--- src/rtl/core/tfp_pkg.sv ---
// ----------------------------------------------------------------------------
// tfp_pkg
// Widths, stage indexes and shared types of the Fermat point pipeline.
// ----------------------------------------------------------------------------
package tfp_pkg;

  localparam int COORD_W   = 32;
  localparam int WORK_BITS = 20;
  localparam int T_BITS    = 20;
  localparam int SH_W      = 4;

  localparam int DIFF_W  = COORD_W + 1;
  localparam int OFS_W   = WORK_BITS + 1;
  localparam int EDGE_W  = OFS_W + 1;
  localparam int SQ_W    = 2 * EDGE_W;
  localparam int DOT_W   = SQ_W + 1;
  localparam int HALF_W  = SQ_W / 2;
  localparam int PP_W    = 2 * HALF_W;
  localparam int CMP_W   = 2 * SQ_W + 2;
  localparam int ROT_SH  = 30;
  localparam int ROT_W   = 56;
  localparam int D_W     = 26;
  localparam int ND_W    = 54;
  localparam int QUO_W   = T_BITS + 1;
  localparam int DIVD_W  = ND_W + QUO_W;
  localparam int OFFP_W  = 48;

  localparam int STG_DIV0 = 10;
  localparam int STG_MUL  = STG_DIV0 + QUO_W;
  localparam int NUM_STG  = STG_MUL + 2;

  // sqrt(3)/2 in Q1.30
  localparam logic signed [30:0] HALF_ROOT3 = 31'sd929887697;

  localparam logic [1:0] KIND_INTERIOR = 2'd0;

  typedef enum logic [1:0] {
    TSEL_ZERO,
    TSEL_ONE,
    TSEL_DIV
  } tsel_t;

  typedef logic signed [COORD_W-1:0] coord_t;

  typedef struct packed {
    logic       fixed;
    coord_t     fx;
    coord_t     fy;
    logic [1:0] kind;
    logic       err;
  } res_t;

  typedef struct packed {
    coord_t                  ax;
    coord_t                  ay;
    logic signed [OFS_W-1:0] oax;
    logic signed [OFS_W-1:0] oay;
    logic [SH_W-1:0]         sh;
    logic signed [D_W-1:0]   dx;
    logic signed [D_W-1:0]   dy;
    tsel_t                   tsel;
  } ip_t;

  typedef struct packed {
    res_t res;
    ip_t  ip;
  } side_t;

endpackage

--- src/rtl/core/tfp_div_step.sv ---
// ----------------------------------------------------------------------------
// tfp_div_step
// One restoring division step: one quotient bit per register stage.
// ----------------------------------------------------------------------------
module tfp_div_step
  import tfp_pkg::*;
(
  input  logic              clk,
  input  logic              en,
  input  logic [ND_W-1:0]   rem_i,
  input  logic [QUO_W-1:0]  low_i,
  input  logic [QUO_W-1:0]  quo_i,
  input  logic [ND_W-1:0]   den_i,
  input  side_t             side_i,
  output logic [ND_W-1:0]   rem_r,
  output logic [QUO_W-1:0]  low_r,
  output logic [QUO_W-1:0]  quo_r,
  output logic [ND_W-1:0]   den_r,
  output side_t             side_r
);

  logic [ND_W:0]    cat;
  logic [ND_W:0]    dif;
  logic             ge;
  logic [ND_W-1:0]  rem_nxt;

  always_comb begin
    cat     = {rem_i, low_i[QUO_W-1]};
    dif     = cat - {1'b0, den_i};
    ge      = cat >= {1'b0, den_i};
    rem_nxt = ge ? dif[ND_W-1:0] : cat[ND_W-1:0];
  end

  always_ff @(posedge clk) begin
    if (en) begin
      rem_r  <= rem_nxt;
      low_r  <= {low_i[QUO_W-2:0], 1'b0};
      quo_r  <= {quo_i[QUO_W-2:0], ge};
      den_r  <= den_i;
      side_r <= side_i;
    end
  end

endmodule

--- config.mk ---
export PLATFORM = sky130hd
export DESIGN_NAME = tfp_div_step
export DESIGN_NICKNAME = d
export VERILOG_FILES = /design/src/rtl/core/tfp_pkg.sv /design/src/rtl/core/tfp_div_step.sv
export SDC_FILE = /design/constraint.sdc
export NUM_CORES = 1
export LEC_CHECK = 0
export BUFFER_PORTS_ARGS = -buffer_cell sky130_fd_sc_hd__buf_4
export CAP_MARGIN = 20
export CELL_PAD_IN_SITES_DETAIL_PLACEMENT = 0
export CELL_PAD_IN_SITES_GLOBAL_PLACEMENT = 1
export CORE_AREA = 10 10 286 288
export CTS_BUF_LIST = sky130_fd_sc_hd__clkbuf_4 sky130_fd_sc_hd__clkbuf_8
export CTS_CLUSTER_SIZE = 25
export DETAILED_ROUTE_END_ITERATION = 8
export DIE_AREA = 0 0 296 298
export MAX_ROUTING_LAYER = met4
export PLACE_DENSITY = 0.56
export SLEW_MARGIN = 0
export SYNTH_ARGS = -nofsm -noshare
export SYNTH_HDL_FRONTEND = slang
export SYNTH_SLANG_ARGS = --single-unit
--- constraint.sdc ---
create_clock -name clk -period 8.4 [get_ports clk]
set_input_delay 0.84 -clock clk [delete_from_list [all_inputs] [get_ports clk]]
set_output_delay 0.84 -clock clk [all_outputs]
set_load 0.1 [all_outputs]
# After elaboration in Yosys (flattened, before gate mapping)
# Index checks and enable logic that the tools add are counted.
dict set report op_classes {
  n_addsub 1
  magnitude_cmp 1
  mux 1
}
# op count
set op_table {}
lappend op_table {{$ge 55x54->1} 1}
lappend op_table {{$mux 54} 1}
lappend op_table {{$sub 54x54->54} 1}
dict set report word_totals {
  regBits 381
}

# Logic depth before layout (Yosys ltp)
dict set report depth {
  depth_word 2
  depth_mapped 14
  depth_no_buf 12
}

# Worst setup path before layout
# No wires, ideal clock.
dict set report synth_path {
  path_kind {input to register}
  from {input den_i[27]}
  to {register rem_r[11] (data pin)}
  t_arrival_ps 3428
  required_time_ps 8138
  slack_ps 4710
  cell_stages 13
  n_path_buf 2
  cell_sequence {inv_1 > ha_1 > buf_4 > nand4_1 > or3_1 > or3_4 > a21oi_4 > o211ai_4 > a311oi_4 > nor2_4 > inv_4 > buf_6 > mux2_1}
}
dict set report synth_via {
  elab_chain_len 2
}
# item line_no
set synth_lines {}
lappend synth_lines {{start: declaration} tfp_div_step.sv:13} ;# input logic [ND_W-1:0] den_i,
lappend synth_lines {{$ge 55x54->1} tfp_div_step.sv:30} ;# ge = cat >= {1'b0, den_i};
lappend synth_lines {{$mux 54} tfp_div_step.sv:31} ;# rem_nxt = ge ? dif[ND_W-1:0] : cat[ND_W-1:0];
lappend synth_lines {{via rem_nxt[11]} tfp_div_step.sv:25} ;# logic [ND_W-1:0] rem_nxt;
lappend synth_lines {{end signal: assignment} tfp_div_step.sv:36} ;# rem_r <= rem_nxt;
lappend synth_lines {{end: declaration} tfp_div_step.sv:15} ;# output logic [ND_W-1:0] rem_r,
# The timed path passes the listed nets, and every way through them passes these cells.
# A chain may end at the register's enable or synchronous reset.

# Final worst setup path
dict set report layout_path {
  from {input den_i[27]}
  to {register rem_r[8] (data pin)}
}
# The elaborated chain is that of the path after synthesis.

==> reports/metrics.yaml <==
status: "completed"
netlist_instances: 1040
rows: 101
synth-async-reset-ratio_pct: 0
clk_pin_slew_ps: 60
pin_count: 766
clock-root-buffer: "clkbuf_8"
max_freq_ghz: 0.224
synth-seq-area-share_pct: 72.2
ir_worst_vdd_mv: 0.137
power.leakage_nw: 10.2
end_kind: "flop"
post_dp_cell_area_um2: 22600
critical_path.max_fanout: 43
core_um2: 75700
startpoint_type: "primary input"
grt_overflow: 0
crit_arrival_ps: 4870
ant_nets: 0
ys_warn_count: 0
crit_type: "in2reg"
cap_violations: 0
drt-total-wl_um: 88300
post_drt_wl_per_cell_um: 30.5
cts_resized: 0
route.detailed.drc: 0
drt_iter0_drc: 780
synth.distinct_cells: 63
dr.pass1.iters: 5
start_util_pct: 20.9
synth.net_count: 1479
grt_use_total_pct: 19.6
die_h_um: 298
mostFrequentLayoutCells: "764 x buf_4, 381 x edfxtp_1, 78 x clkbuf_8, 70 x inv_1"
rsz0062_at_grt: "false"
tightest_slew_ps: 1140
design_area_um2: 24200
period_needed_ps: 4460
grt_max_degree: 169
cts_setup_buffers: 0
hp-class: "in2reg"
dieArea_um2: 88200
layout_commonest_cell: "buf_4"
crit_required_ps: 8810
grt_pass1_vias: 13000
cts-buffers-inserted: 77
hold_viol: 0
drt-vias-per-instance: 4.40
drv_slew: 0
cts_sinks: 381
syn2layout_area_growth_pct: 53.0
num_vias: 12700
dp_hpwl_um: 73200
hold_buffers: 0
p_per_area_nw_per_um2: 270
max-slew-margin-rel_pct: 23.3
grt_antenna_before_repair: 20
cts_tree: "yes"
cts_buffer_depth: 3
dieWidth_um: 296
grt_pass1_wl_um: 115000
portBuffers: 763
finalSetupTns_ps: 0
yosys_register_bits: 381
drive_gt1_share_pct: 47.9
routabilityCongestion: 0.937
fin_nets: 2282
synth.avg_cell_area_um2: 15.2
htreeDepth: 3
synth_edf_count: 381
setup_viol: 0
period_share_pct: 53.1
yosys_most_used_dff: "edfxtp_1"
netlist_area_um2: 15800
-- state kept, by name (all words and copies together), names as in the netlist --
name	cells
low_r	20
side_r	232
rem_r	54
den_r	54
quo_r	21
-- final timing paths --
kind | from | to | slack (ps) | depth (start not counted)
worst max-delay path | den_i[27] | rem_r[8] | 3940 | 11
worst min-delay path | low_i[15] | low_r[16] | 330 | 1
-- per-stage QoR --
stage	std cells	power [mW]	utilization [%]	setup WS, ps	hold slack [ps]
after floorplan	1040	3.90	-	4710	939
after global placement	2742	4.56	29.9	3140	1020
after detailed placement	2742	4.57	29.9	3120	1020
after CTS	2877	6.65	32.0	3860	249
after global routing	2888	6.79	32.0	3770	264
final	2890	6.54	32.0	3940	331
-- cell usage after synthesis (5+ instances only) --
library cell  number  area, µm²
nor2_1            45        169
mux2_2             5       56.3
a21o_1            31        233
xor2_1            21        184
nor3_1            17       85.1
edfxtp_1         381      11400
or3_1              6       37.5
nand2_1           44        165
buf_6              5       56.3
clkbuf_1          28        105
xnor2_1           22        193
a211oi_1           9       67.6
inv_1             70        263
mux2_1            33        372
and3_1            11       68.8
buf_2              5       25.0
o21bai_1          13       97.6
nand3_1           29        145
o31ai_1           12       90.1
a21oi_1           54        270
o21a_1             9       67.6
o21ai_0           36        180
ha_1              54        676
nand4_1           21        131
a31oi_1           13       81.3
-- cell type report --
type | count | area, µm²
fill | 7677 | 51500
sequential | 381 | 11400
timing repair buffer | 767 | 5790
multi-input combinational | 545 | 3920
tap | 978 | 1220
clock buffer | 97 | 1220
clock inverter | 38 | 345
inverter | 71 | 269
antenna | 13 | 32.5
-- critical path, stage by stage --
cell and delay (ps):
buf_4 140, inv_1 70, ha_1 480, nand4_1 230, or3_1 490, o221ai_1 600, o211ai_4 220, a311oi_4 580
nor2_4 220, inv_4 540, mux2_1 400
-- routing by layer --
metal	GRT usage (%)	vias to the layer above	part of all wire, %	routed length, µm
li1	-	5619	-	-
met1	20.6	6398	37	32800
met2	33.7	580	51	44800
met3	8.17	108	10	8860
met4	4.38	0	2.0	1800
met5	-	-	0	0
-- power breakdown --
part	total (mW)	internal [mW]	switching, mW	leakage [nW]
registers	2.36	2.30	0.0550	3.73
logic	2.16	0.463	1.69	5.69
clock network	2.03	1.12	0.913	0.825
-- kinds of logic (layout without fill, tap and decap cells) --
family | count (synthesis) | count (layout) | synth area share, %
DFF | 381 | 381 | 72.2
AOI/OAI and AO/OA | 211 | 211 | 9.03
and+or+nand+nor | 196 | 196 | 6.15
buffers and inverters | 114 | 973 | 3.06
adders and majority gates | 55 | 55 | 4.39
xor gates and xnor gates | 43 | 43 | 2.38
muxes | 39 | 39 | 2.76
other | 1 | 14 | 0.0237
Note: power is estimated with default switching activity, not from simulation.
